File: config.mk
export PLATFORM = sky130hd
export DESIGN_NAME = dle_framed_serial_command_exchange_flat
export DESIGN_NICKNAME = d
export VERILOG_FILES = /design/src/hw/rtl/dfsc_pkg.sv /design/src/hw/rtl/dfsc_channels.sv /design/src/hw/rtl/dle_framed_serial_command_exchange.sv /design/src/hw/rtl/dfsc_regs.sv /design/src/hw/rtl/dfsc_datapath.sv /design/src/hw/rtl/dfsc_ctrl.sv /design/src/flat_wrapper.sv
export SDC_FILE = /design/constraint.sdc
export NUM_CORES = 1
export LEC_CHECK = 0
export ABC_CLOCK_PERIOD_IN_PS = 4400
export BUFFER_PORTS_ARGS = -buffer_cell sky130_fd_sc_hd__buf_2
export CORE_ASPECT_RATIO = 0.8
export CORE_UTILIZATION = 50
export CTS_BUF_LIST = sky130_fd_sc_hd__clkbuf_4
export DETAILED_ROUTE_END_ITERATION = 16
export PLACE_DENSITY = 0.79
export SYNTH_ARGS = -nofsm -noshare
export SYNTH_HDL_FRONTEND = slang
export SYNTH_SLANG_ARGS = --single-unit
File: constraint.sdc
create_clock -name clock -period 4.4 [get_ports clock]
set_input_delay 0.66 -clock clock [delete_from_list [all_inputs] [get_ports clock]]
set_output_delay 0.66 -clock clock [all_outputs]
set_load 0.1 [all_outputs]
File: src/hw/rtl/dfsc_pkg.sv
// shared constants, codes and controller/datapath link types for the framed exchange engine
package dfsc_pkg;

   // default depth of the command store
   localparam int unsigned CMD_DEPTH_DEFAULT = 16;

   // framing bytes on the line
   localparam logic [7:0] DLE_BYTE = 8'h10;
   localparam logic [7:0] STX_BYTE = 8'h02;
   localparam logic [7:0] ETX_BYTE = 8'h03;

   // number of tail bytes consumed after the body
   localparam logic [2:0] TAIL_LEN = 3'd3;

   // input item function codes
   localparam logic [1:0] FUNC_CMD  = 2'd0;
   localparam logic [1:0] FUNC_LINE = 2'd1;
   localparam logic [1:0] FUNC_TICK = 2'd2;

   // result kinds
   localparam logic [1:0] KIND_TX     = 2'd0;
   localparam logic [1:0] KIND_HOST   = 2'd1;
   localparam logic [1:0] KIND_STATUS = 2'd2;

   // final status codes
   localparam logic [1:0] ST_OK      = 2'd0;
   localparam logic [1:0] ST_PROTO   = 2'd1;
   localparam logic [1:0] ST_TIMEOUT = 2'd2;

   // register map
   localparam int unsigned CSR_ADDR_W  = 4;
   localparam logic [1:0]  REG_TIMEOUT = 2'd0;
   localparam logic [1:0]  REG_START   = 2'd1;
   localparam logic [1:0]  REG_ACK     = 2'd2;

   localparam logic [15:0] TIMEOUT_RESET = 16'd1000;
   localparam logic [7:0]  START_RESET   = 8'h02;
   localparam logic [7:0]  ACK_RESET     = 8'h10;

   // source of the byte placed in the result register
   typedef enum logic [2:0] {
      SEL_START,
      SEL_ACK,
      SEL_DLE,
      SEL_ETX,
      SEL_CHK,
      SEL_CMD,
      SEL_BODY,
      SEL_STATUS
   } sel_type;

   // commands from the controller to the datapath
   typedef struct packed {
      logic       item_load;
      logic       load;
      sel_type    sel;
      logic       run_last;
      logic [1:0] status;
      logic       cmd_write;
      logic       wait_clr;
      logic       wait_inc;
      logic       finish_clr;
      logic       len_load;
      logic       body_step;
      logic       skip_clr;
      logic       tail_inc;
      logic       tail_clr;
      logic       walk_clr;
      logic       walk_inc;
   } dp_cmd_type;

   // status from the datapath to the controller
   typedef struct packed {
      logic [1:0] func;
      logic       last;
      logic       byte_dle;
      logic       byte_stx;
      logic       len_le1;
      logic       timed_out;
      logic       can_load;
      logic       skip;
      logic       body_done;
      logic       body_done_next;
      logic       tail_end;
      logic       rd_dle;
      logic       walk_end;
      logic       cnt_zero;
   } dp_stat_type;

endpackage

File: src/hw/rtl/dfsc_channels.sv
// valid/ready channel interfaces for request and response items

interface dfsc_req_if;
   logic       valid;
   logic       ready;
   logic [1:0] func;
   logic [7:0] data_byte;
   logic       cmd_last;

   modport source (output valid, output func, output data_byte, output cmd_last, input ready);
   modport sink   (input valid, input func, input data_byte, input cmd_last, output ready);
endinterface

interface dfsc_rsp_if;
   logic       valid;
   logic       ready;
   logic [1:0] kind;
   logic [7:0] byte_value;
   logic [1:0] status;
   logic       run_last;

   modport source (output valid, output kind, output byte_value, output status,
                   output run_last, input ready);
   modport sink   (input valid, input kind, input byte_value, input status,
                   input run_last, output ready);
endinterface

File: src/hw/rtl/dle_framed_serial_command_exchange.sv
// top level of the framed serial command exchange engine
//
// req channel: one item per host command byte (func 0, cmd_last on the final
// byte), received line byte (func 1) or time tick (func 2).
// rsp channel: bytes to transmit (kind 0), response bytes for the host
// (kind 1) and one final status (kind 2); run_last marks the last result
// produced by an item.
// csr port: apb-style writes of timeout_ticks, start_code and ack_code at
// byte addresses 0, 4 and 8; pready is always high.
// Sequencing: an item is taken in S_IDLE and decoded in S_EXEC; an item
// with no result frees the input from S_EXEC, one with a single result once
// that result is loaded. The burst after the first DLE walks the command
// store, reading each byte in S_RD and loading it in S_BYTE, with an extra
// DLE result before each DLE byte, then loads three trailer results.
// Results leave through one output register; when the receiver stalls the
// sequencer holds until that register drains, and a new item is accepted
// while the last result of the previous item is still waiting.
// Reset (synchronous) returns to command collection with an empty command
// and restores the register defaults; the command store is not cleared.
module dle_framed_serial_command_exchange #(
   parameter int unsigned CMD_DEPTH = dfsc_pkg::CMD_DEPTH_DEFAULT
) (
   input  logic                             clock,
   input  logic                             reset,
   dfsc_req_if.sink                         req,
   dfsc_rsp_if.source                       rsp,
   input  logic                             csr_psel,
   input  logic                             csr_penable,
   input  logic                             csr_pwrite,
   input  logic [dfsc_pkg::CSR_ADDR_W-1:0]  csr_paddr,
   input  logic [31:0]                      csr_pwdata,
   output logic [31:0]                      csr_prdata,
   output logic                             csr_pready
);

   dfsc_pkg::dp_cmd_type  cmd;
   dfsc_pkg::dp_stat_type stat;
   logic [15:0]           timeout_ticks;
   logic [7:0]            start_code;
   logic [7:0]            ack_code;

   // configuration registers
   dfsc_regs u_regs (
      .clock         (clock),
      .reset         (reset),
      .psel          (csr_psel),
      .penable       (csr_penable),
      .pwrite        (csr_pwrite),
      .paddr         (csr_paddr),
      .pwdata        (csr_pwdata),
      .prdata        (csr_prdata),
      .pready        (csr_pready),
      .timeout_ticks (timeout_ticks),
      .start_code    (start_code),
      .ack_code      (ack_code)
   );

   // controller
   dfsc_ctrl u_ctrl (
      .clock     (clock),
      .reset     (reset),
      .req_valid (req.valid),
      .req_ready (req.ready),
      .stat      (stat),
      .cmd       (cmd)
   );

   // datapath
   dfsc_datapath #(
      .CMD_DEPTH (CMD_DEPTH)
   ) u_datapath (
      .clock          (clock),
      .reset          (reset),
      .cmd            (cmd),
      .stat           (stat),
      .req_func       (req.func),
      .req_data_byte  (req.data_byte),
      .req_cmd_last   (req.cmd_last),
      .timeout_ticks  (timeout_ticks),
      .start_code     (start_code),
      .ack_code       (ack_code),
      .rsp_ready      (rsp.ready),
      .rsp_valid      (rsp.valid),
      .rsp_kind       (rsp.kind),
      .rsp_byte_value (rsp.byte_value),
      .rsp_status     (rsp.status),
      .rsp_run_last   (rsp.run_last)
   );

endmodule

File: src/hw/rtl/dfsc_regs.sv
// apb-style configuration registers: timeout, start code and acknowledge code
module dfsc_regs (
   input  logic                              clock,
   input  logic                              reset,
   input  logic                              psel,
   input  logic                              penable,
   input  logic                              pwrite,
   input  logic [dfsc_pkg::CSR_ADDR_W-1:0]   paddr,
   input  logic [31:0]                       pwdata,
   output logic [31:0]                       prdata,
   output logic                              pready,
   output logic [15:0]                       timeout_ticks,
   output logic [7:0]                        start_code,
   output logic [7:0]                        ack_code
);

   logic [15:0] timeout_ff;
   logic [7:0]  start_ff;
   logic [7:0]  ack_ff;
   logic        wr_en;
   logic [1:0]  reg_idx;

   assign pready  = 1'b1;
   assign wr_en   = psel && penable && pwrite;
   assign reg_idx = paddr[3:2];

   // register writes
   always_ff @(posedge clock) begin
      if (reset) begin
         timeout_ff <= dfsc_pkg::TIMEOUT_RESET;
         start_ff   <= dfsc_pkg::START_RESET;
         ack_ff     <= dfsc_pkg::ACK_RESET;
      end else if (wr_en) begin
         case (reg_idx)
            dfsc_pkg::REG_TIMEOUT: timeout_ff <= pwdata[15:0];
            dfsc_pkg::REG_START:   start_ff   <= pwdata[7:0];
            dfsc_pkg::REG_ACK:     ack_ff     <= pwdata[7:0];
            default: ;
         endcase
      end
   end

   // read-back mux
   always_comb begin
      case (reg_idx)
         dfsc_pkg::REG_TIMEOUT: prdata = {16'h0000, timeout_ff};
         dfsc_pkg::REG_START:   prdata = {24'h000000, start_ff};
         dfsc_pkg::REG_ACK:     prdata = {24'h000000, ack_ff};
         default:               prdata = 32'h0000_0000;
      endcase
   end

   assign timeout_ticks = timeout_ff;
   assign start_code    = start_ff;
   assign ack_code      = ack_ff;

endmodule

File: src/hw/rtl/dfsc_datapath.sv
// datapath: item capture, command store, check byte, body/tail/timer counters, result register
module dfsc_datapath #(
   parameter int unsigned CMD_DEPTH = dfsc_pkg::CMD_DEPTH_DEFAULT
) (
   input  logic                    clock,
   input  logic                    reset,
   input  dfsc_pkg::dp_cmd_type    cmd,
   output dfsc_pkg::dp_stat_type   stat,
   input  logic [1:0]              req_func,
   input  logic [7:0]              req_data_byte,
   input  logic                    req_cmd_last,
   input  logic [15:0]             timeout_ticks,
   input  logic [7:0]              start_code,
   input  logic [7:0]              ack_code,
   input  logic                    rsp_ready,
   output logic                    rsp_valid,
   output logic [1:0]              rsp_kind,
   output logic [7:0]              rsp_byte_value,
   output logic [1:0]              rsp_status,
   output logic                    rsp_run_last
);

   localparam int unsigned CNTW = $clog2(CMD_DEPTH + 1);
   localparam int unsigned IDXW = $clog2(CMD_DEPTH);

   // captured item
   logic [1:0]       func_ff;
   logic [7:0]       byte_ff;
   logic             last_ff;

   // command store and walk
   logic [7:0]       mem [CMD_DEPTH];
   logic [7:0]       rd_ff;
   logic [CNTW-1:0]  count_ff;
   logic [CNTW-1:0]  walk_ff;
   logic             full;

   // exchange counters
   logic [7:0]       acc_ff;
   logic [7:0]       len_ff;
   logic [7:0]       index_ff;
   logic             skip_ff;
   logic [1:0]       tail_ff;
   logic [15:0]      wait_ff;

   // result register
   logic             rsp_valid_ff;
   logic [1:0]       rsp_kind_ff;
   logic [7:0]       rsp_byte_ff;
   logic [1:0]       rsp_status_ff;
   logic             rsp_last_ff;
   logic             can_load;
   logic [1:0]       kind_in;
   logic [7:0]       byte_in;
   logic [1:0]       status_in;

   assign full     = (count_ff >= CNTW'(CMD_DEPTH));
   assign can_load = !rsp_valid_ff || rsp_ready;

   // item capture
   always_ff @(posedge clock) begin
      if (cmd.item_load) begin
         func_ff <= req_func;
         byte_ff <= req_data_byte;
         last_ff <= req_cmd_last;
      end
   end

   // command store write and registered read
   always_ff @(posedge clock) begin
      if (cmd.cmd_write && !full) begin
         mem[count_ff[IDXW-1:0]] <= byte_ff;
      end
      rd_ff <= mem[walk_ff[IDXW-1:0]];
   end

   // counters and accumulators
   always_ff @(posedge clock) begin
      if (reset) begin
         count_ff <= '0;
         acc_ff   <= '0;
         walk_ff  <= '0;
         len_ff   <= '0;
         index_ff <= '0;
         skip_ff  <= 1'b0;
         tail_ff  <= '0;
         wait_ff  <= '0;
      end else begin
         if (cmd.finish_clr) begin
            count_ff <= '0;
            acc_ff   <= '0;
         end else if (cmd.cmd_write && !full) begin
            count_ff <= count_ff + CNTW'(1);
            acc_ff   <= acc_ff ^ byte_ff;
         end

         if (cmd.walk_clr) begin
            walk_ff <= '0;
         end else if (cmd.walk_inc) begin
            walk_ff <= walk_ff + CNTW'(1);
         end

         if (cmd.finish_clr || cmd.wait_clr) begin
            wait_ff <= '0;
         end else if (cmd.wait_inc) begin
            wait_ff <= wait_ff + 16'd1;
         end

         if (cmd.len_load) begin
            len_ff   <= byte_ff;
            index_ff <= 8'd1;
         end else if (cmd.body_step) begin
            index_ff <= index_ff + 8'd1;
         end

         if (cmd.finish_clr || cmd.len_load || cmd.skip_clr) begin
            skip_ff <= 1'b0;
         end else if (cmd.body_step) begin
            skip_ff <= (byte_ff == dfsc_pkg::DLE_BYTE);
         end

         if (cmd.finish_clr || cmd.len_load || cmd.tail_clr) begin
            tail_ff <= '0;
         end else if (cmd.tail_inc) begin
            tail_ff <= tail_ff + 2'd1;
         end
      end
   end

   // result payload selection
   always_comb begin
      kind_in   = dfsc_pkg::KIND_TX;
      status_in = dfsc_pkg::ST_OK;
      case (cmd.sel)
         dfsc_pkg::SEL_START:  byte_in = start_code;
         dfsc_pkg::SEL_ACK:    byte_in = ack_code;
         dfsc_pkg::SEL_DLE:    byte_in = dfsc_pkg::DLE_BYTE;
         dfsc_pkg::SEL_ETX:    byte_in = dfsc_pkg::ETX_BYTE;
         dfsc_pkg::SEL_CHK:    byte_in = acc_ff ^ dfsc_pkg::DLE_BYTE ^ dfsc_pkg::ETX_BYTE;
         dfsc_pkg::SEL_CMD:    byte_in = rd_ff;
         dfsc_pkg::SEL_BODY: begin
            kind_in = dfsc_pkg::KIND_HOST;
            byte_in = byte_ff;
         end
         dfsc_pkg::SEL_STATUS: begin
            kind_in   = dfsc_pkg::KIND_STATUS;
            byte_in   = 8'h00;
            status_in = cmd.status;
         end
         default:              byte_in = 8'h00;
      endcase
   end

   // result register
   always_ff @(posedge clock) begin
      if (reset) begin
         rsp_valid_ff <= 1'b0;
      end else if (cmd.load) begin
         rsp_valid_ff <= 1'b1;
      end else if (rsp_ready) begin
         rsp_valid_ff <= 1'b0;
      end
      if (cmd.load) begin
         rsp_kind_ff   <= kind_in;
         rsp_byte_ff   <= byte_in;
         rsp_status_ff <= status_in;
         rsp_last_ff   <= cmd.run_last;
      end
   end

   assign rsp_valid      = rsp_valid_ff;
   assign rsp_kind       = rsp_kind_ff;
   assign rsp_byte_value = rsp_byte_ff;
   assign rsp_status     = rsp_status_ff;
   assign rsp_run_last   = rsp_last_ff;

   // status to the controller
   assign stat.func           = func_ff;
   assign stat.last           = last_ff;
   assign stat.byte_dle       = (byte_ff == dfsc_pkg::DLE_BYTE);
   assign stat.byte_stx       = (byte_ff == dfsc_pkg::STX_BYTE);
   assign stat.len_le1        = (byte_ff <= 8'd1);
   assign stat.timed_out      = (wait_ff >= timeout_ticks);
   assign stat.can_load       = can_load;
   assign stat.skip           = skip_ff;
   assign stat.body_done      = (index_ff >= len_ff);
   assign stat.body_done_next = (({1'b0, index_ff} + 9'd1) >= {1'b0, len_ff});
   assign stat.tail_end       = (({1'b0, tail_ff} + 3'd1) >= dfsc_pkg::TAIL_LEN);
   assign stat.rd_dle         = (rd_ff == dfsc_pkg::DLE_BYTE);
   assign stat.walk_end       = (({1'b0, walk_ff} + (CNTW + 1)'(1)) >= {1'b0, count_ff});
   assign stat.cnt_zero       = (count_ff == '0);

`ifndef SYNTHESIS
   // the controller only loads the result register when it is free or being drained
   a_load_when_free: assert property (@(posedge clock) disable iff (reset)
      cmd.load |-> can_load)
      else $error("result register overwritten while holding an unsent item");

   // command count never passes the store depth
   a_count_bound: assert property (@(posedge clock) disable iff (reset)
      count_ff <= CNTW'(CMD_DEPTH))
      else $error("command count beyond store depth");

   // a status result always closes the run of results of its item
   a_status_last: assert property (@(posedge clock) disable iff (reset)
      (rsp_valid_ff && (rsp_kind_ff == dfsc_pkg::KIND_STATUS)) |-> rsp_last_ff)
      else $error("status result not flagged as last");
`endif

endmodule

File: src/hw/rtl/dfsc_ctrl.sv
// controller: protocol phase and per-item sequencing of results
module dfsc_ctrl (
   input  logic                    clock,
   input  logic                    reset,
   input  logic                    req_valid,
   output logic                    req_ready,
   input  dfsc_pkg::dp_stat_type   stat,
   output dfsc_pkg::dp_cmd_type    cmd
);

   typedef enum logic [3:0] {
      S_IDLE,
      S_EXEC,
      S_START,
      S_STATUS,
      S_ACK_END,
      S_ACK_TAIL,
      S_BODY,
      S_RD,
      S_BYTE,
      S_DATA,
      S_DLE_T,
      S_ETX,
      S_CHK
   } seq_type;

   typedef enum logic [2:0] {
      PH_COLLECT,
      PH_WAIT_DLE1,
      PH_WAIT_DLE2,
      PH_WAIT_STX,
      PH_WAIT_LEN,
      PH_BODY,
      PH_TAIL
   } phase_type;

   seq_type    seq_ff,   seq_in;
   phase_type  phase_ff, phase_in;
   logic [1:0] code_ff,  code_in;

   assign req_ready = (seq_ff == S_IDLE);

   // next state and datapath commands
   always_comb begin
      seq_in   = seq_ff;
      phase_in = phase_ff;
      code_in  = code_ff;
      cmd      = '0;
      case (seq_ff)
         S_IDLE: begin
            if (req_valid) begin
               cmd.item_load = 1'b1;
               seq_in        = S_EXEC;
            end
         end

         // decide what the captured item does
         S_EXEC: begin
            seq_in = S_IDLE;
            if (phase_ff == PH_COLLECT) begin
               if (stat.func == dfsc_pkg::FUNC_CMD) begin
                  cmd.cmd_write = 1'b1;
                  if (stat.last) begin
                     cmd.wait_clr = 1'b1;
                     phase_in     = PH_WAIT_DLE1;
                     seq_in       = S_START;
                  end
               end
            end else if (stat.func == dfsc_pkg::FUNC_TICK) begin
               if (stat.timed_out) begin
                  code_in = dfsc_pkg::ST_TIMEOUT;
                  seq_in  = S_STATUS;
               end else begin
                  cmd.wait_inc = 1'b1;
               end
            end else if (stat.func == dfsc_pkg::FUNC_LINE) begin
               cmd.wait_clr = (phase_ff != PH_TAIL);
               case (phase_ff)
                  PH_WAIT_DLE1: begin
                     if (!stat.byte_dle) begin
                        code_in = dfsc_pkg::ST_PROTO;
                        seq_in  = S_STATUS;
                     end else begin
                        cmd.walk_clr = 1'b1;
                        phase_in     = PH_WAIT_DLE2;
                        seq_in       = stat.cnt_zero ? S_DLE_T : S_RD;
                     end
                  end
                  PH_WAIT_DLE2: begin
                     if (!stat.byte_dle) begin
                        code_in = dfsc_pkg::ST_PROTO;
                        seq_in  = S_STATUS;
                     end else begin
                        phase_in = PH_WAIT_STX;
                     end
                  end
                  PH_WAIT_STX: begin
                     if (!stat.byte_stx) begin
                        code_in = dfsc_pkg::ST_PROTO;
                        seq_in  = S_STATUS;
                     end else begin
                        phase_in = PH_WAIT_LEN;
                        seq_in   = S_ACK_END;
                     end
                  end
                  PH_WAIT_LEN: begin
                     cmd.len_load = 1'b1;
                     phase_in     = stat.len_le1 ? PH_TAIL : PH_BODY;
                     seq_in       = S_BODY;
                  end
                  PH_BODY: begin
                     if (stat.skip) begin
                        cmd.skip_clr = 1'b1;
                        if (stat.body_done) begin
                           cmd.tail_clr = 1'b1;
                           phase_in     = PH_TAIL;
                        end
                     end else begin
                        cmd.body_step = 1'b1;
                        if (!stat.byte_dle && stat.body_done_next) begin
                           cmd.tail_clr = 1'b1;
                           phase_in     = PH_TAIL;
                        end
                        seq_in = S_BODY;
                     end
                  end
                  PH_TAIL: begin
                     cmd.tail_inc = 1'b1;
                     if (stat.tail_end) begin
                        code_in = dfsc_pkg::ST_OK;
                        seq_in  = S_ACK_TAIL;
                     end
                  end
                  default: phase_in = PH_COLLECT;
               endcase
            end
         end

         // single result states
         S_START: begin
            if (stat.can_load) begin
               cmd.load     = 1'b1;
               cmd.sel      = dfsc_pkg::SEL_START;
               cmd.run_last = 1'b1;
               seq_in       = S_IDLE;
            end
         end
         S_STATUS: begin
            if (stat.can_load) begin
               cmd.load       = 1'b1;
               cmd.sel        = dfsc_pkg::SEL_STATUS;
               cmd.status     = code_ff;
               cmd.run_last   = 1'b1;
               cmd.finish_clr = 1'b1;
               phase_in       = PH_COLLECT;
               seq_in         = S_IDLE;
            end
         end
         S_ACK_END: begin
            if (stat.can_load) begin
               cmd.load     = 1'b1;
               cmd.sel      = dfsc_pkg::SEL_ACK;
               cmd.run_last = 1'b1;
               seq_in       = S_IDLE;
            end
         end
         S_ACK_TAIL: begin
            if (stat.can_load) begin
               cmd.load = 1'b1;
               cmd.sel  = dfsc_pkg::SEL_ACK;
               seq_in   = S_STATUS;
            end
         end
         S_BODY: begin
            if (stat.can_load) begin
               cmd.load     = 1'b1;
               cmd.sel      = dfsc_pkg::SEL_BODY;
               cmd.run_last = 1'b1;
               seq_in       = S_IDLE;
            end
         end

         // command walk: one store read per byte, DLE doubled
         S_RD: seq_in = S_BYTE;
         S_BYTE, S_DATA: begin
            if (stat.can_load) begin
               cmd.load = 1'b1;
               if (seq_ff == S_BYTE && stat.rd_dle) begin
                  cmd.sel = dfsc_pkg::SEL_DLE;
                  seq_in  = S_DATA;
               end else begin
                  cmd.sel      = dfsc_pkg::SEL_CMD;
                  cmd.walk_inc = 1'b1;
                  seq_in       = stat.walk_end ? S_DLE_T : S_RD;
               end
            end
         end
         S_DLE_T: begin
            if (stat.can_load) begin
               cmd.load = 1'b1;
               cmd.sel  = dfsc_pkg::SEL_DLE;
               seq_in   = S_ETX;
            end
         end
         S_ETX: begin
            if (stat.can_load) begin
               cmd.load = 1'b1;
               cmd.sel  = dfsc_pkg::SEL_ETX;
               seq_in   = S_CHK;
            end
         end
         S_CHK: begin
            if (stat.can_load) begin
               cmd.load     = 1'b1;
               cmd.sel      = dfsc_pkg::SEL_CHK;
               cmd.run_last = 1'b1;
               seq_in       = S_IDLE;
            end
         end
         default: seq_in = S_IDLE;
      endcase
   end

   // state registers
   always_ff @(posedge clock) begin
      if (reset) begin
         seq_ff   <= S_IDLE;
         phase_ff <= PH_COLLECT;
         code_ff  <= dfsc_pkg::ST_OK;
      end else begin
         seq_ff   <= seq_in;
         phase_ff <= phase_in;
         code_ff  <= code_in;
      end
   end

endmodule

File: src/flat_wrapper.sv
// flat-port wrapper written by rule: the top's interface ports become plain ports
module dle_framed_serial_command_exchange_flat 
#(
   parameter int unsigned CMD_DEPTH = dfsc_pkg::CMD_DEPTH_DEFAULT
)
  (clock, reset, csr_psel, csr_penable, csr_pwrite, csr_paddr, csr_pwdata, csr_prdata, csr_pready, req_valid, req_func, req_data_byte, req_cmd_last, req_ready, rsp_valid, rsp_kind, rsp_byte_value, rsp_status, rsp_run_last, rsp_ready);
  dfsc_req_if req_i ();
  dfsc_rsp_if rsp_i ();
  input  logic clock;
  input  logic reset;
  input  logic csr_psel;
  input  logic csr_penable;
  input  logic csr_pwrite;
  input  logic [dfsc_pkg::CSR_ADDR_W-1:0] csr_paddr;
  input  logic [31:0] csr_pwdata;
  output logic [31:0] csr_prdata;
  output logic csr_pready;
  input wire logic [$bits(req_i.valid)-1:0] req_valid;
  input wire logic [$bits(req_i.func)-1:0] req_func;
  input wire logic [$bits(req_i.data_byte)-1:0] req_data_byte;
  input wire logic [$bits(req_i.cmd_last)-1:0] req_cmd_last;
  output wire logic [$bits(req_i.ready)-1:0] req_ready;
  output wire logic [$bits(rsp_i.valid)-1:0] rsp_valid;
  output wire logic [$bits(rsp_i.kind)-1:0] rsp_kind;
  output wire logic [$bits(rsp_i.byte_value)-1:0] rsp_byte_value;
  output wire logic [$bits(rsp_i.status)-1:0] rsp_status;
  output wire logic [$bits(rsp_i.run_last)-1:0] rsp_run_last;
  input wire logic [$bits(rsp_i.ready)-1:0] rsp_ready;
  assign req_i.valid = req_valid;
  assign req_i.func = req_func;
  assign req_i.data_byte = req_data_byte;
  assign req_i.cmd_last = req_cmd_last;
  assign req_ready = req_i.ready;
  assign rsp_valid = rsp_i.valid;
  assign rsp_kind = rsp_i.kind;
  assign rsp_byte_value = rsp_i.byte_value;
  assign rsp_status = rsp_i.status;
  assign rsp_run_last = rsp_i.run_last;
  assign rsp_i.ready = rsp_ready;
  dle_framed_serial_command_exchange #(.CMD_DEPTH(CMD_DEPTH)) u_core (.clock(clock), .reset(reset), .req(req_i), .rsp(rsp_i), .csr_psel(csr_psel), .csr_penable(csr_penable), .csr_pwrite(csr_pwrite), .csr_paddr(csr_paddr), .csr_pwdata(csr_pwdata), .csr_prdata(csr_prdata), .csr_pready(csr_pready));
endmodule
# After elaboration in Yosys (flattened, before gate mapping)
# Memory sizes are Yosys's and may differ from the RTL's. A register that Yosys moved wholly into a read port is not among the register bits.
# Index checks and enable logic that the tools add are counted.
[word_totals]
register_bits = 119
ram_bits = 128
out_inout_bits = 48
memories = 1
[mem_list]
columns = ["name", "depth", "width", "read_ports", "rd_ports_with_merged_regs", "wr", "line", "text"]
rows = [
  ["u_core.u_datapath.mem", 16, 8, 1, 1, 1, "dfsc_datapath.sv:32", "logic [7:0] mem [CMD_DEPTH];"],
]
[op_classes]
n_addsub = 8
n_lt_le_gt_ge = 7
n_eq_ne = 54
muxes = 97
bitwise_logic = 4
reduce_logical = 40
[ops]
columns = ["cell", "n"]
rows = [
  ["4-bit two-way mux", 17],
  ["8-bit case mux with 8 select lines", 1],
  ["3-bit two-way mux", 17],
  ["16-bit case mux with 3 select lines", 1],
  ["4-bit case mux with 9 select lines", 1],
  ["4-bit case mux with 8 select lines", 1],
  ["1-bit two-way mux", 31],
  ["2-bit two-way mux", 13],
  ["6-bit two-way mux", 4],
  ["4-bit case mux with 6 select lines", 1],
  ["3-bit == test, second input constant", 7],
  ["3-bit inequality test, second input constant", 7],
  ["4-bit == test, second input constant", 5],
  ["5-bit two-way mux", 4],
  ["3-bit case mux with 6 select lines", 1],
  ["16-bit by 1-bit adder with 16-bit output, second input constant", 1],
  ["4-bit by 3-bit == test with 1-bit output, second input constant", 4],
  ["8-bit by 5-bit == test with 1-bit output, second input constant", 2],
  ["16-bit >= comparator", 1],
  ["2-bit OR reduction", 8],
  ["3-bit by 2-bit == test with 1-bit output, second input constant", 4],
  ["2-bit inequality test, second input constant", 6],
  ["4-bit inequality test, second input constant", 3],
  ["12-bit AND reduction", 1],
  ["other kinds (44)", 69],
]

# Longest topological paths before layout
# Gate-level depths: netlist of run 1.
[depth]
word_depth = 13
mapped_depth = 11
ltp_nobuf = 11

# Modules after synthesis
# Synthesis of run 1 repeated with hierarchy kept, for this count alone.
[unflattened]
cells_unflattened = 1090
hier_area_um2 = 12642.1
[modules_own_cells]
columns = ["mod", "instances", "cells_per_inst", "area_per_inst_um2", "seq_area_each_um2"]
rows = [
  ["dfsc_datapath", 1, 712, 9635.5, 5805.6],
  ["dfsc_regs", 1, 187, 1732.9, 640.6],
  ["dfsc_ctrl", 1, 191, 1273.7, 180.2],
]

# Least setup slack after synthesis of run 1
# OpenSTA, ideal clock, no wires.
[synth_path]
path_kind = "register to register"
startpoint = "reg u_core.u_ctrl.seq_ff[1]"
endpoint = "reg u_core.u_datapath.byte_ff[0] (enable)"
arrival_ps = 4440
setup_slack_ps = -391
path_stages_with_launch = 5
path_buffers = 2
path_cell_list = "dfxtp_1 -> clkbuf_1 -> clkbuf_1 -> nor4_1 -> and2_1"
[synth_rtl]
columns = ["item", "line", "text"]
rows = [
  ["start, declared", "dfsc_ctrl.sv:37", "seq_type seq_ff, seq_in;"],
  ["start signal, assigned", "dfsc_ctrl.sv:231", "seq_ff <= seq_in;"],
  ["end signal, assigned", "dfsc_datapath.sv:64", "byte_ff <= req_data_byte;"],
  ["end, declared", "dfsc_datapath.sv:28", "logic [7:0] byte_ff;"],
]

# Final worst setup path of run 1
[layout_path]
startpoint = "reg u_core.u_ctrl.seq_ff[3]"
endpoint = "reg u_core.u_datapath.wait_ff[5]"
[layout_via]
elab_chain_cells = 4
elab_cells_between_ends = 6
cone_classes = "eq/ne (2); mux (2); reduce/logical (2)"
[layout_rtl]
columns = ["item", "line", "text"]
rows = [
  ["4-bit by 2-bit == test with 1-bit output / 4-bit by 1-bit == test with 1-bit output (equally long branches)", "dfsc_ctrl.sv:49", "case (seq_ff)"],
  ["1-bit two-way mux / 3-bit two-way mux (equally long branches)", "dfsc_ctrl.sv:49", ""],
  ["1-bit logical OR", "dfsc_datapath.sv:103", "if (cmd.finish_clr || cmd.wait_clr) begin"],
  ["2-bit OR reduction (no source line)", "--", ""],
  ["end signal, assigned", "dfsc_datapath.sv:106", "wait_ff <= wait_ff + 16'd1;"],
  ["end, declared", "dfsc_datapath.sv:44", "logic [15:0] wait_ff;"],
]
# Several ways; a longest one is shown, not always the timed one.
# A chain may end at the register's enable or synchronous reset.

==> out/results.ini, run 1 <==
[sta]
setup_viol=0
worst_hold_slack_ps=140
setup_slack_ps=1120
final.setup.tns_ps=0
worst_pin_slew_ps=941
slew_violations=0
skew_ps=31.9
fmax_ghz=0.305
hold_viol=0
post-route-min-period_ps=3280
rsz0062_at_grt=no
maxSlewHeadroom=0.368
fin_crit_sh=0.746

[cts]
cts_max_path_buffers=3
htreeDepth=2
cts_hold_buffers=0
root_buffer=clkbuf_4
cts_resized=0
cts_setup_buffers=0
cts_tree=done
numCtsBuffers=59
clock_latency_ps=690
clk_pin_slew_ps=70
cts.sinks=255

[setup_path]
worstSetupEndpointType=flop
crit_arrival_ps=3870
crit_type=reg -> reg
critPathLaunchType=flop
worstPathMaxFanout=26
required_ps=4990

[floorplanning]
core_sq_um=24200
dieArea_sq_um=25300
io_pins=102
initial_core_util=0.508
rows=51
die_h_microns=142
die_w_microns=178

[drt]
viasPerCell=5.74
vias=8704
initialDrtViolationCount=876
wire_per_inst_microns=18.4
ant_nets=0
wirelength_microns=27900
drtPass1Iterations=5
drc=0

[power_and_ir_drop]
total_leakage_power_nw=4.94
ir_worst_vdd_uv=208
total_power_mw=4.78
power_density_nw_per_um2=350

[synthesis]
syn_avg_cell_area_sq_um=11.6
synth_cell_types=76
synth_edf_count=152
synth_seq_cells=255
synthFlopType=edfxtp_1
synthArstFlopShare=0
syn_inst=1066
syn_area_sq_um=12300
yosys_warnings=0
synth_seq_area_share=0.537

[finish]
final_common_cell=edfxtp_1
mostFrequentLayoutCells=edfxtp_1 (152), nand2_1 (103), dfxtp_1 (102), clkbuf_4 (96), nor2_1 (93)
fin_area_sq_um=13600
final_nets=1253
synthToLayoutAreaGrowth_pct=10.6
layout-drive-gt1-share=0.208

[place]
routabilityCongestion=0.887
pre_cts_slack_ps=1210
portBuffers=66
placed_area_sq_um=12900
dp_hpwl_microns=19100

[outcome]
status=complete, no violations

[global_route]
grt_pass1_vias=8075
grt_pass1_wl_microns=43700
gr-total-overflow=0
grt_max_degree=63
grt_antenna_before_repair=0
grt_usage=0.225

[min_path]
min_path_type=in -> reg

[run]
max_cap_violations=0

==> final cells by class <==
class | count | area, sq um
Antenna cell | 1 | 2.50
Timing Repair Buffer | 85 | 473
Multi-Input combinational cell | 707 | 5200
Clock buffer | 96 | 721
Tap cell | 318 | 398
Sequential cell | 255 | 6630
Fill cell | 2054 | 10600
Clock inverter | 13 | 56.3
Inverter | 42 | 158
==> metal layers <==
metal / global-route usage / vias to the layer above / wire [microns]
met2: 0.335 / 356 / 12400
met3: 0.0542 / 49 / 2320
li1: - / 4107 / -
met5: 0 / - / 0
met1: 0.329 / 4192 / 12800
met4: 0.0549 / 0 / 473
==> power breakdown <==
| part | switching, mW | internal, mW |
|---|---|---|
| Sequential | 0.0339 | 2.55 |
| Clock | 0.920 | 0.985 |
| Combinational | 0.220 | 0.0668 |
| Total | 1.17 | 3.60 |
==> sequential cells by signal (all words and copies together) (netlist names), 8 cells and up <==
register / cells
u_core.u_regs.ack_code: 8
u_core.u_datapath.rd_ff: 8
u_core.u_datapath.mem: 128
u_core.u_datapath.acc_ff: 8
u_core.u_regs.timeout_ticks: 16
u_core.u_datapath.len_ff: 8
u_core.u_datapath.index_ff: 8
u_core.u_datapath.byte_ff: 8
u_core.u_regs.start_code: 8
u_core.u_datapath.rsp_byte_value: 8
u_core.u_datapath.wait_ff: 16
==> cell families (layout without fill, tap and decap cells) <==
| kind of cell | after synthesis | count (layout) | synth area share |
|---|---|---|---|
| multiplexers | 76 | 76 | 0.103 |
| AO/OA/AOI/OAI | 177 | 177 | 0.0963 |
| other | 2 | 18 | 0.000609 |
| AND/OR/NAND/NOR | 352 | 352 | 0.141 |
| flip-flops | 255 | 255 | 0.537 |
| buffers and inverters | 119 | 236 | 0.0464 |
| adder cells (fa/ha/maj) | 51 | 51 | 0.0513 |
| XOR/XNOR | 34 | 34 | 0.0242 |
==> through the flow <==
| stage | util | cells |
|---|---|---|
| after global placement | 0.530 | 1407 |
| after detailed placement | 0.530 | 1407 |
| final | 0.562 | 1517 |
| after floorplan | - | 1081 |
| after global routing | 0.562 | 1516 |
| after CTS | 0.562 | 1516 |
==> Yosys cell counts, types with 9 or more instances <==
cell	instances	area (sq um)
nor2_1	93	349
xnor2_1	11	96.3
buf_4	18	135
nand4_1	12	75.1
clkbuf_1	37	139
edfxtp_1	152	4560
nand2_1	103	387
inv_1	42	158
dfxtp_1	103	2060
mux2i_1	35	350
a21oi_1	53	265
a21o_1	10	75.1
or3_1	18	113
nand2b_1	9	56.3
o21ai_0	33	165
and3_1	9	56.3
nor3_1	33	165
nor2b_1	11	68.8
mux4_2	40	901
nand3_1	22	110
a211oi_1	9	67.6
ha_1	49	613
a211o_1	9	78.8
xor2_1	23	201
==> worst paths after layout <==
kind	from	slack, ps	end	cells past startpoint
setup / recovery	u_core.u_ctrl.seq_ff[3]$_SDFFE_PP0P_	1120	u_core.u_datapath.wait_ff[5]$_SDFFE_PP0P_	6
hold / removal	req_data_byte[3]	140	u_core.u_datapath.byte_ff[3]$_DFFE_PP_	1
setup reg to reg	u_core.u_ctrl.seq_ff[3]$_SDFFE_PP0P_	1120	u_core.u_datapath.wait_ff[5]$_SDFFE_PP0P_	6
hold reg to reg	u_core.u_datapath.len_ff[7]$_SDFFE_PP0P_	460	u_core.u_datapath.len_ff[7]$_SDFFE_PP0P_	2
==> critical path, cell delays in order (launching register included) <==
cell	delay, ps
dfxtp_1	920
and4bb_2	350
and2_2	250
or2_2	530
nor2_1	740
o311ai_0	290
o31ai_1	120
(Power assumes the default switching activity.)
==> inputs of run 2 (changes only) <==
- ABC_CLOCK_PERIOD_IN_PS: 4400 -> 2700
- PLACE_DENSITY: 0.79 -> 0.81
- clock period: 4.4 -> 2.7 ns (I/O delays scaled with it)
==> run 2 against run 1 <==
Net effect:
- design area increased by 5.2%
- non-clock buffer count is 76 higher
- final cell count grew 5.0%
- critical path depth increased by 2
- register-to-register slack worse by 1100 ps
- critical path type unchanged
==> out/results.ini, run 2 (synthesis gave the netlist of run 1 again) <==
[setup_path]
crit_type=reg -> reg  ; unchanged
worst_r2r_startpoint=u_core.u_datapath.wait_ff[0]$_SDFFE_PP0P_  ; was u_core.u_ctrl.seq_ff[3]$_SDFFE_PP0P_
worstSetupEndpointType=flop  ; unchanged
worstPathMaxFanout=7  ; was 26
crit_arrival_ps=3310  ; was 3870 ps
cpPeakStageDelay_ps=510  ; was 920 ps
cp_top_family=compound AO/OA/AOI/OAI gates  ; was simple AND/OR/NAND/NOR gates
worstPathCellList=inv_1 > ha_1 > nand2b_1 > a2111oi_1 > o31ai_2 > o21a_2 > or4_1 > a21oi_1  ; was and4bb_2 > and2_2 > or2_2 > nor2_1 > o311ai_0 > o31ai_1
r2r_slack_ps=30  ; was 1120 ps
timing.rr.end=u_core.u_datapath.wait_ff[9]$_SDFFE_PP0P_  ; was u_core.u_datapath.wait_ff[5]$_SDFFE_PP0P_
crit_path_top_delay_cell=or4_1  ; was dfxtp_1
r2r_cells=8  ; was 6
critPathBufInv=1  ; was 0
critPathLaunchType=flop  ; unchanged
required_ps=3340  ; was 4990 ps

[finish]
largest_register_ffs=128  ; unchanged
mostFrequentLayoutCells=edfxtp_1 (152), nand2_1 (103), dfxtp_1 (101), clkbuf_4 (93), nor2_1 (92)  ; was edfxtp_1 (152), nand2_1 (103), dfxtp_1 (102), clkbuf_4 (96), nor2_1 (93)
synthToLayoutAreaGrowth_pct=16.4  ; was 10.6%
final_common_cell=edfxtp_1  ; unchanged
final_nets=1330  ; was 1253
layout-drive-gt1-share=0.237  ; was 0.208

[cts]
numCtsBuffers=59  ; unchanged
clk_pin_slew_ps=70  ; about the same
cts.sinks=255  ; unchanged
htreeDepth=2  ; unchanged
clock_latency_ps=720  ; was 690 ps
cts_tree=done  ; unchanged
cts_setup_buffers=0  ; unchanged
root_buffer=clkbuf_4  ; unchanged
cts_max_path_buffers=3  ; unchanged

[place]
portBuffers=66  ; unchanged
dp_hpwl_microns=20600  ; was 19100 microns
routabilityCongestion=0.893  ; was 0.887

[min_path]
min_path_type=in -> reg  ; unchanged
min_from=reset  ; was req_data_byte[3]
hold-path-cell-count=2  ; was 1
hold_end=u_core.u_datapath.len_ff[7]$_SDFFE_PP0P_  ; was u_core.u_datapath.byte_ff[3]$_DFFE_PP_

[power_and_ir_drop]
ir_worst_vdd_uv=326  ; was 208 uV
total_leakage_power_nw=5.33  ; was 4.94 nW
power_density_nw_per_um2=557  ; was 350 nW/um^2
total_power_mw=7.99  ; was 4.78 mW

[drt]
wire_per_inst_microns=18.9  ; was 18.4 microns
ant_nets=0  ; unchanged
viasPerCell=5.77  ; was 5.74
wirelength_microns=30100  ; was 27900 microns
drtPass1Iterations=5  ; unchanged
vias=9189  ; was 8704
initialDrtViolationCount=1022  ; was 876
drc=0  ; unchanged

[floorplanning]
die_h_microns=142  ; unchanged
dieArea_sq_um=25300  ; unchanged
die_w_microns=178  ; unchanged
rows=51  ; unchanged
io_pins=102  ; unchanged
initial_core_util=0.508  ; unchanged
core_sq_um=24200  ; unchanged

[sta]
setup_viol=0  ; unchanged
hold_viol=0  ; unchanged
maxSlewHeadroom=0.240  ; was 0.368
fmax_ghz=0.375  ; was 0.305 GHz
worst_hold_slack_ps=66.9  ; was 140 ps
post-route-min-period_ps=2670  ; was 3280 ps
fin_crit_sh=0.987  ; was 0.746
skew_ps=55.4  ; was 31.9 ps
slew_violations=0  ; unchanged
worst_pin_slew_ps=1130  ; was 941 ps

[global_route]
grt_antenna_before_repair=3  ; was 0
grt_usage=0.240  ; was 0.225
grt_pass1_wl_microns=46600  ; was 43700 microns
gr-total-overflow=0  ; unchanged
grt_max_degree=50  ; was 63
grt_pass1_vias=8831  ; was 8075

[run]
max_cap_violations=0  ; unchanged

[outcome]
status=complete, no violations  ; unchanged

-- run 2: area by class of cell --
class,instances,area (sq um)
Fill cell,1934,9900
Sequential cell,255,6630
Multi-Input combinational cell,708,5240
Timing Repair Buffer,161,1110
Clock buffer,93,698
Tap cell,318,398
Inverter,42,158
Clock inverter,13,105
Antenna cell,3,7.51
-- run 2: timing repair --
item                                   4_1_cts  5_1_grt
cloned                                       0        1
gates resized for setup                      1        5
hold buffers                                27        0
endpoints found under the hold margin       43        0
setup endpoints to repair                    1       12
-- run 2: worst max path at each step --
stage | depth (start not counted) | start | end
3_5_place_dp | 8 | u_core.u_datapath.wait_ff[0]$_SDFFE_PP0P_ | u_core.u_datapath.wait_ff[9]$_SDFFE_PP0P_
6_report | 8 | u_core.u_datapath.wait_ff[0]$_SDFFE_PP0P_ | u_core.u_datapath.wait_ff[9]$_SDFFE_PP0P_
5_1_grt | 8 | u_core.u_datapath.wait_ff[0]$_SDFFE_PP0P_ | u_core.u_datapath.wait_ff[9]$_SDFFE_PP0P_
4_1_cts | 8 | u_core.u_datapath.wait_ff[0]$_SDFFE_PP0P_ | u_core.u_datapath.wait_ff[9]$_SDFFE_PP0P_
2_1_floorplan | 3 | csr_paddr[2] | csr_prdata[10]
3_3_place_gp | 8 | u_core.u_datapath.wait_ff[0]$_SDFFE_PP0P_ | u_core.u_datapath.wait_ff[9]$_SDFFE_PP0P_
-- run 2: metrics by stage --
stage | util | cells | worst slack (ps) | setup TNS, ps | cell area [sq um]
final | 0.592 | 1593 | 33.8 | 0 | 14300
after global routing | 0.591 | 1591 | -30.5 | -36.9 | 14300
after CTS | 0.590 | 1589 | 37.4 | 0 | 14300
after detailed placement | 0.546 | 1456 | 17.1 | 0 | 13200
after global placement | 0.546 | 1456 | 141 | 0 | 13200
after floorplan | - | 1081 | -642 | -5130 | 12400
-- run 2: power by group --
group,switching (mW),internal [mW],leakage [nW]
logic,0.399,0.154,2.65
clock network,1.51,1.74,0.472
registers,0.0299,4.15,2.21
-- run 2: per-layer routing --
metal | track usage | vias up | part of all wire
met1 | 0.336 | 4405 | 0.43
met4 | 0.0747 | 0 | 0.015
li1 | - | 4285 | -
met3 | 0.0556 | 43 | 0.10
met5 | 0 | - | 0
met2 | 0.371 | 456 | 0.45
